<file path="src/design/rclf_pkg.sv">
// rclf_pkg: types, codes and reset constants for the radio-link failsafe monitor.
// Used by rc_link_failsafe_monitor; depends on nothing else.
`default_nettype none

package rclf_pkg;

	localparam int unsigned TimeW  = 32;
	localparam int unsigned CfgW   = 16;
	localparam int unsigned CountW = 32;
	localparam int unsigned FrameW = 16;
	localparam int unsigned CfgIdxW = 2;

	typedef enum logic [1:0] {
		PH_WAITING    = 2'd0,
		PH_RECOVERING = 2'd1,
		PH_HEALTHY    = 2'd2,
		PH_LOST       = 2'd3
	} phase_t;

	typedef enum logic {
		OP_FRAME = 1'b0,
		OP_CHECK = 1'b1
	} opcode_t;

	typedef enum logic [CfgIdxW-1:0] {
		REG_LOSS_TIMEOUT  = 2'd0,
		REG_RECOVERY_TIME = 2'd1,
		REG_RECOVERY_MIN  = 2'd2,
		REG_UNUSED        = 2'd3
	} cfg_reg_t;

	localparam logic [CfgW-1:0] LossTimeoutRst  = 16'd200;
	localparam logic [CfgW-1:0] RecoveryTimeRst = 16'd1000;
	localparam logic [CfgW-1:0] RecoveryMinRst  = 16'd10;
	localparam logic [FrameW-1:0] FrameMax      = {FrameW{1'b1}};

	typedef struct packed {
		logic             opcode;
		logic [TimeW-1:0] now_ms;
	} in_item_t;

	typedef struct packed {
		logic [1:0]        link_phase;
		logic              failsafe_on;
		logic              control_ok;
		logic [CountW-1:0] failsafe_events;
		logic [CountW-1:0] recovery_events;
		logic [TimeW-1:0]  last_failsafe_time;
		logic [FrameW-1:0] recovery_frames;
	} out_item_t;

endpackage

`default_nettype wire

</file>
<file path="src/design/rc_link_failsafe_monitor.sv">
// rc_link_failsafe_monitor: link loss / recovery tracker for a radio receiver.
// Depends on rclf_pkg for types, codes and reset constants.
//
// Usage:
//   in channel  (in_valid / in_stall / in_data): one request per frame event
//     (opcode frame) or periodic check (opcode check), each with a ms timestamp.
//   out channel (out_valid / out_stall / out_data): exactly one result per
//     request: phase, failsafe and control-valid flags, event counters.
//   cfg channel (cfg_valid / cfg_ready / cfg_index / cfg_data): register writes,
//     always ready; index 0 loss timeout, 1 recovery time, 2 minimum frames,
//     other indexes are dropped. Write only while no result is pending.
// Timing: the link state is updated at the accepting edge and the result is
//   held in a single output register, valid in the cycle after acceptance;
//   one request is taken every cycle unless stalled; the limit is that register.
// Stall: while a result waits with out_stall high, in_stall is raised; as soon
//   as the result is taken, a new request is accepted in the same cycle.
// Reset: arst_n clears the link to waiting with failsafe active, counters to
//   zero, registers to 200 ms / 1000 ms / 10 frames, and the output empty.
`default_nettype none

module rc_link_failsafe_monitor (
	input  wire logic                              clk,
	input  wire logic                              arst_n,
	input  wire logic                              in_valid,
	output logic                                   in_stall,
	input  wire rclf_pkg::in_item_t                in_data,
	output logic                                   out_valid,
	input  wire logic                              out_stall,
	output rclf_pkg::out_item_t                    out_data,
	input  wire logic                              cfg_valid,
	output logic                                   cfg_ready,
	input  wire logic [rclf_pkg::CfgIdxW-1:0]      cfg_index,
	input  wire logic [rclf_pkg::CfgW-1:0]         cfg_data
);

	logic [rclf_pkg::CfgW-1:0]   loss_timeout_q, recovery_time_q, recovery_min_q;

	rclf_pkg::phase_t            phase_q, phase_d;
	logic                        seen_q, seen_d;
	logic                        failsafe_q, failsafe_d;
	logic [rclf_pkg::TimeW-1:0]  last_frame_q, last_frame_d;
	logic [rclf_pkg::TimeW-1:0]  rec_start_q, rec_start_d;
	logic [rclf_pkg::TimeW-1:0]  last_loss_q, last_loss_d;
	logic [rclf_pkg::CountW-1:0] loss_cnt_q, loss_cnt_d;
	logic [rclf_pkg::CountW-1:0] rec_cnt_q, rec_cnt_d;
	logic [rclf_pkg::FrameW-1:0] frame_cnt_q, frame_cnt_d;

	logic                        accept;
	logic [rclf_pkg::TimeW-1:0]  since_start, since_frame;
	rclf_pkg::out_item_t         result;

	assign cfg_ready = 1'b1;
	assign in_stall  = out_valid && out_stall;
	assign accept    = in_valid && !in_stall;

	// a frame that opens a new run starts it at its own time, so zero elapsed
	assign since_start = (phase_q == rclf_pkg::PH_RECOVERING) ?
	                     (in_data.now_ms - rec_start_q) : '0;
	assign since_frame = in_data.now_ms - last_frame_q;

	always_comb begin
		phase_d      = phase_q;
		seen_d       = seen_q;
		failsafe_d   = failsafe_q;
		last_frame_d = last_frame_q;
		rec_start_d  = rec_start_q;
		last_loss_d  = last_loss_q;
		loss_cnt_d   = loss_cnt_q;
		rec_cnt_d    = rec_cnt_q;
		frame_cnt_d  = frame_cnt_q;
		if (rclf_pkg::opcode_t'(in_data.opcode) == rclf_pkg::OP_FRAME) begin
			seen_d       = 1'b1;
			last_frame_d = in_data.now_ms;
			if (phase_q != rclf_pkg::PH_HEALTHY) begin
				if (phase_q != rclf_pkg::PH_RECOVERING) begin
					phase_d     = rclf_pkg::PH_RECOVERING;
					rec_start_d = in_data.now_ms;
					frame_cnt_d = {{(rclf_pkg::FrameW-1){1'b0}}, 1'b1};
				end else if (frame_cnt_q != rclf_pkg::FrameMax) begin
					frame_cnt_d = frame_cnt_q + 1'b1;
				end
				// healthy may be reached on the very frame that opens the run
				if (frame_cnt_d >= recovery_min_q &&
				    since_start >= {{(rclf_pkg::TimeW-rclf_pkg::CfgW){1'b0}},
				                    recovery_time_q}) begin
					phase_d    = rclf_pkg::PH_HEALTHY;
					failsafe_d = 1'b0;
					rec_cnt_d  = rec_cnt_q + 1'b1;
				end
			end
		end else if (seen_q && since_frame >= {{(rclf_pkg::TimeW-rclf_pkg::CfgW){1'b0}},
		                                       loss_timeout_q}) begin
			if (phase_q == rclf_pkg::PH_HEALTHY) begin
				loss_cnt_d  = loss_cnt_q + 1'b1;
				last_loss_d = in_data.now_ms;
			end
			phase_d     = rclf_pkg::PH_LOST;
			failsafe_d  = 1'b1;
			frame_cnt_d = '0;
		end
	end

	always_comb begin
		result.link_phase         = phase_d;
		result.failsafe_on        = failsafe_d;
		result.control_ok         = (phase_d == rclf_pkg::PH_HEALTHY) && !failsafe_d;
		result.failsafe_events    = loss_cnt_d;
		result.recovery_events    = rec_cnt_d;
		result.last_failsafe_time = last_loss_d;
		result.recovery_frames    = frame_cnt_d;
	end

	always_ff @(posedge clk or negedge arst_n) begin
		if (!arst_n) begin
			loss_timeout_q  <= rclf_pkg::LossTimeoutRst;
			recovery_time_q <= rclf_pkg::RecoveryTimeRst;
			recovery_min_q  <= rclf_pkg::RecoveryMinRst;
		end else if (cfg_valid && cfg_ready) begin
			unique case (rclf_pkg::cfg_reg_t'(cfg_index))
				rclf_pkg::REG_LOSS_TIMEOUT:  loss_timeout_q  <= cfg_data;
				rclf_pkg::REG_RECOVERY_TIME: recovery_time_q <= cfg_data;
				rclf_pkg::REG_RECOVERY_MIN:  recovery_min_q  <= cfg_data;
				default: ;
			endcase
		end
	end

	always_ff @(posedge clk or negedge arst_n) begin
		if (!arst_n) begin
			phase_q      <= rclf_pkg::PH_WAITING;
			seen_q       <= 1'b0;
			failsafe_q   <= 1'b1;
			last_frame_q <= '0;
			rec_start_q  <= '0;
			last_loss_q  <= '0;
			loss_cnt_q   <= '0;
			rec_cnt_q    <= '0;
			frame_cnt_q  <= '0;
		end else if (accept) begin
			phase_q      <= phase_d;
			seen_q       <= seen_d;
			failsafe_q   <= failsafe_d;
			last_frame_q <= last_frame_d;
			rec_start_q  <= rec_start_d;
			last_loss_q  <= last_loss_d;
			loss_cnt_q   <= loss_cnt_d;
			rec_cnt_q    <= rec_cnt_d;
			frame_cnt_q  <= frame_cnt_d;
		end
	end

	always_ff @(posedge clk or negedge arst_n) begin
		if (!arst_n) begin
			out_valid <= 1'b0;
		end else if (accept) begin
			out_valid <= 1'b1;
		end else if (!out_stall) begin
			out_valid <= 1'b0;
		end
	end

	always_ff @(posedge clk) begin
		if (accept) begin
			out_data <= result;
		end
	end

	// failsafe is cleared only by entering healthy, and healthy is left only via lost
	a_failsafe_phase: assert property (@(posedge clk) disable iff (!arst_n)
		(failsafe_q == (phase_q != rclf_pkg::PH_HEALTHY)))
		else $error("failsafe flag disagrees with link phase");

	a_no_phase_before_frame: assert property (@(posedge clk) disable iff (!arst_n)
		!seen_q |-> (phase_q == rclf_pkg::PH_WAITING && frame_cnt_q == '0))
		else $error("link left waiting without a frame");

	a_accept_gives_result: assert property (@(posedge clk) disable iff (!arst_n)
		accept |=> (out_valid && out_data.link_phase == phase_q &&
		            out_data.failsafe_events == loss_cnt_q))
		else $error("accepted request did not yield matching result");

	a_lost_clears_frames: assert property (@(posedge clk) disable iff (!arst_n)
		(phase_q == rclf_pkg::PH_LOST) |-> (frame_cnt_q == '0))
		else $error("frame count nonzero while lost");

endmodule

`default_nettype wire
</file>
<file path="config.mk">
export PLATFORM = sky130hd
export DESIGN_NAME = rc_link_failsafe_monitor
export DESIGN_NICKNAME = d
export VERILOG_FILES = /design/src/design/rclf_pkg.sv /design/src/design/rc_link_failsafe_monitor.sv
export SDC_FILE = /design/constraint.sdc
export NUM_CORES = 1
export LEC_CHECK = 0
export ABC_AREA = 0
export BUFFER_PORTS_ARGS = -buffer_cell sky130_fd_sc_hd__buf_4
export CAP_MARGIN = 20
export CORE_MARGIN = 2
export CORE_UTILIZATION = 45
export DETAILED_ROUTE_END_ITERATION = 7
export PLACE_DENSITY_LB_ADDON = 0.08
export SLEW_MARGIN = 10
export SYNTH_ARGS = -nofsm -noshare
export SYNTH_HDL_FRONTEND = slang
export SYNTH_SLANG_ARGS = --single-unit
</file>
<file path="constraint.sdc">
create_clock -name clk -period 8 [get_ports clk]
set_clock_uncertainty 0.1 [all_clocks]
set_input_delay 0.8 -clock clk [delete_from_list [all_inputs] [get_ports clk]]
set_output_delay 0.8 -clock clk [all_outputs]
set_load 0.01 [all_outputs]
</file>
==> flow_summary.toml <==
[synthesis]
syn-num-nets = 2088
synth-main-ff-cell = "dfrtp_1"
synthCells = 1915
avgSynthCellArea_um2 = 10.3
async_flop_share = 0.664
synthMuxAreaShare = 0.0791
ys_types = 76
synth-warning-count = 0
synth-seq-cells = 345
synthAdderAreaFrac = 0.0750
synth_compound_area_frac = 0.127
synth_area_um2 = 19700
synth_top_family_by_area = "simple AND/OR/NAND/NOR gates"
synth_edf_count = 116
synth-simple-area-share = 0.130
ys_seq_area_frac = 0.468
synth_xor_area_frac = 0.0773

[clocking]
postCtsSetupBuffers = 0
cts_resized = 0
cts_tree = "yes"
clock-sinks = 345
holdBufCountCts = 0
htreeDepth = 2
cts-root-buf = "clkbuf_16"
clk_latency_ps = 580
clkTransAtPathRegs_ps = 60
clock_path_buffers = 3
cts_buffers = 40

[die]
pin_count = 175
num_rows = 76
initial_core_util = 0.456
die_area_um2 = 45500
die_width_um = 213
core_area_um2 = 43200
die_y_um = 213

[place]
dp_slack_ps = 890
io_buffer_count = 173
dpl.hpwl_um = 35000
gp_congestion = 0.891

[setup_path]
cp_cell_sequence = "buf_4, inv_1, ha_1, inv_1, fa_1, a21o_1, a221oi_1, o21ai_0, a31oi_1, xnor2_1, ha_1, a21oi_1, nand2_1, a211oi_1, o22ai_1, a2111oi_0, nand4_1, or4b_1, o41ai_4, nor2_1, nor2_1, a22o_1"
crit_family = "compound AO/OA/AOI/OAI gates"
crit_path_max_incr_delay_ps = 710
reg2reg_from = "last_frame_q[0]"
end_kind = "flop"
worstReg2RegEnd = "out_data[5]"
r2r_slack_ps = 1570
worstSetupStartpointType = "input pin"
cp_data_arrival_time_ps = 6870
crit_type = "input pin to flop"
cp_slowest_cell = "nor2_1"
cp.required_ps = 8340
worstRegToRegCells = 20
worstPathBufferInverterCount = 3
crit_fanout = 13

[job]
maxCapViolCount = 0

[sta]
max_freq_mhz = 153
setup_tns_ps = 0
relSlewSlack = 0.325
setup_viol = 0
hold_viol = 0
final-max-slew-violation-count = 0
worst_pin_slew_ps = 1010
post-route-period-util = 0.817
final.min_clock_period_ps = 6540
fin_ws_ps = 1460
rsz0062_at_grt = "no"

[route]
dr_total_vias = 14544
drtIter0Drc = 801
avgRoutedWirePerCell_um = 17.9
postRouteAntennaNets = 0
post-route-drc-count = 0
viasPerCell = 5.42
firstDrtPassIters = 5
routed_wl_um = 48100

[global_routing]
grt_max_degree = 142
track_usage = 0.215
grt_pass1_vias = 14443
grt_first_pass_wirelength_um = 77300
antenna_found_initial = 2
grt_overflow = 0

[pwr]
power_mw = 6.57
peakVddDrop_uv = 214
leakage_nw = 10.1
power_density_nw_per_um2 = 286

[final_layout]
area_growth_pct = 16.3
fin_nets = 2236
final_util = 0.531
drive_gt1_frac = 0.199

[worst_hold_path]
hold_class = "input pin to asynchronous set/reset pin"

[run_status]
outcome = "complete, no violations"
[where the power goes]
group,internal (mW),leakage (nW),switching [mW]
logic,1.03,5.34,1.33
registers,2.17,4.07,0.147
clock network,1.12,0.670,0.766
total,4.32,10.1,2.24
[cell usage after synthesis, drive strengths merged, types with 6 or more instances]
library cell | count | area share
o31ai | 8 | 0.0030
buf | 21 | 0.0055
a21oi | 95 | 0.024
nor2b | 8 | 0.0025
o21a | 15 | 0.0057
nor3b | 7 | 0.0027
xnor2 | 139 | 0.062
dfrtp | 217 | 0.28
and3 | 41 | 0.013
nand4 | 39 | 0.012
o2111ai | 9 | 0.0040
or2 | 7 | 0.0022
o211ai | 6 | 0.0023
inv | 137 | 0.026
dfstp | 12 | 0.016
edfxtp | 116 | 0.18
nor3 | 31 | 0.0081
clkbuf | 59 | 0.011
nand2 | 208 | 0.040
o21bai | 7 | 0.0027
nand3 | 64 | 0.016
ha | 115 | 0.073
a22o | 26 | 0.012
nand2b | 15 | 0.0048
and2 | 10 | 0.0032
o21ai | 101 | 0.026
nor2 | 86 | 0.017
a211oi | 10 | 0.0038
mux2 | 134 | 0.077
a21o | 30 | 0.011
a31oi | 16 | 0.0051
xor2 | 35 | 0.016
and4 | 6 | 0.0027
[per-layer routing]
layer  share of wire  GRT usage
met5         0.00048          0
met4           0.026     0.0728
met3           0.041     0.0303
met2            0.48      0.363
met1            0.45      0.286
[flip-flops by register name, summed over array words and instances (netlist names)]
register	cells
last_loss_q	32
last_frame_q	32
recovery_min_q	16
out_valid	1
seen_q	1
loss_cnt_q	32
out_data	116
recovery_time_q	16
rec_start_q	32
failsafe_q	1
rec_cnt_q	32
phase_q	2
loss_timeout_q	16
frame_cnt_q	16
[area by class of cell]
class,count,area (µm²)
multi-input cells,1352,9660
fillers,3981,20300
repair buffers,186,1420
clock buffers,51,1100
well taps,585,732
diodes,1,2.50
inverters,138,523
clock inverters,23,255
flip-flops and latches,345,9230
[worst reg2reg max path: cells and delay by family (launching register included)]
family / cells / cell delay (ps)
adders and majority gates: 3 / 850
buffers and inverters: 1 / 60
xor gates and xnor gates: 1 / 140
AOI/OAI and AO/OA: 10 / 3060
DFF: 1 / 360
and+or+nand+nor: 5 / 1700
[kinds of logic after synthesis]
logic type      Yosys count
mux                     139
xor+xnor                174
flops                   345
buf+inv                 218
compound gates          382
simple gates            539
other cells               1
fa+ha+maj               117
[per-stage QoR]
step                      hold WS (ps)  cells  cell area (µm²)
after CTS                          157   2679            22900
final                              112   2681            22900
after global routing               185   2680            22900
after floorplan                    354   1915            19700
after detailed placement           386   2605            21500
after global placement             373   2605            21500
[cells in the final DEF (no fill, tap or decap), drive strengths merged, types with 12 or more instances in the layout]
| cell type | n |
|---|---|
| nand2b | 15 |
| o21ai | 101 |
| a21oi | 95 |
| nor2 | 86 |
| edfxtp | 116 |
| dfrtp | 217 |
| o21a | 15 |
| nand4 | 39 |
| xor2 | 35 |
| a22o | 26 |
| inv | 141 |
| nor3 | 31 |
| ha | 115 |
| mux2 | 134 |
| clkbuf | 51 |
| clkinv | 14 |
| buf | 186 |
| a21o | 30 |
| nand2 | 208 |
| a31oi | 16 |
| and3 | 41 |
| dfstp | 12 |
| nand3 | 64 |
| xnor2 | 139 |
[worst max path at each step]
stage	startpoint	end	slack [ps]	cells past startpoint
2_1_floorplan	in_data[0]	out_data[47]	2050	21
3_3_place_gp	in_data[0]	out_data[6]	1020	22
3_5_place_dp	in_data[0]	out_data[4]	890	22
4_1_cts	in_data[0]	out_data[4]	1490	22
5_1_grt	in_data[0]	out_data[5]	970	22
6_report	in_data[0]	out_data[5]	1460	22
(Power assumes the default switching activity.)
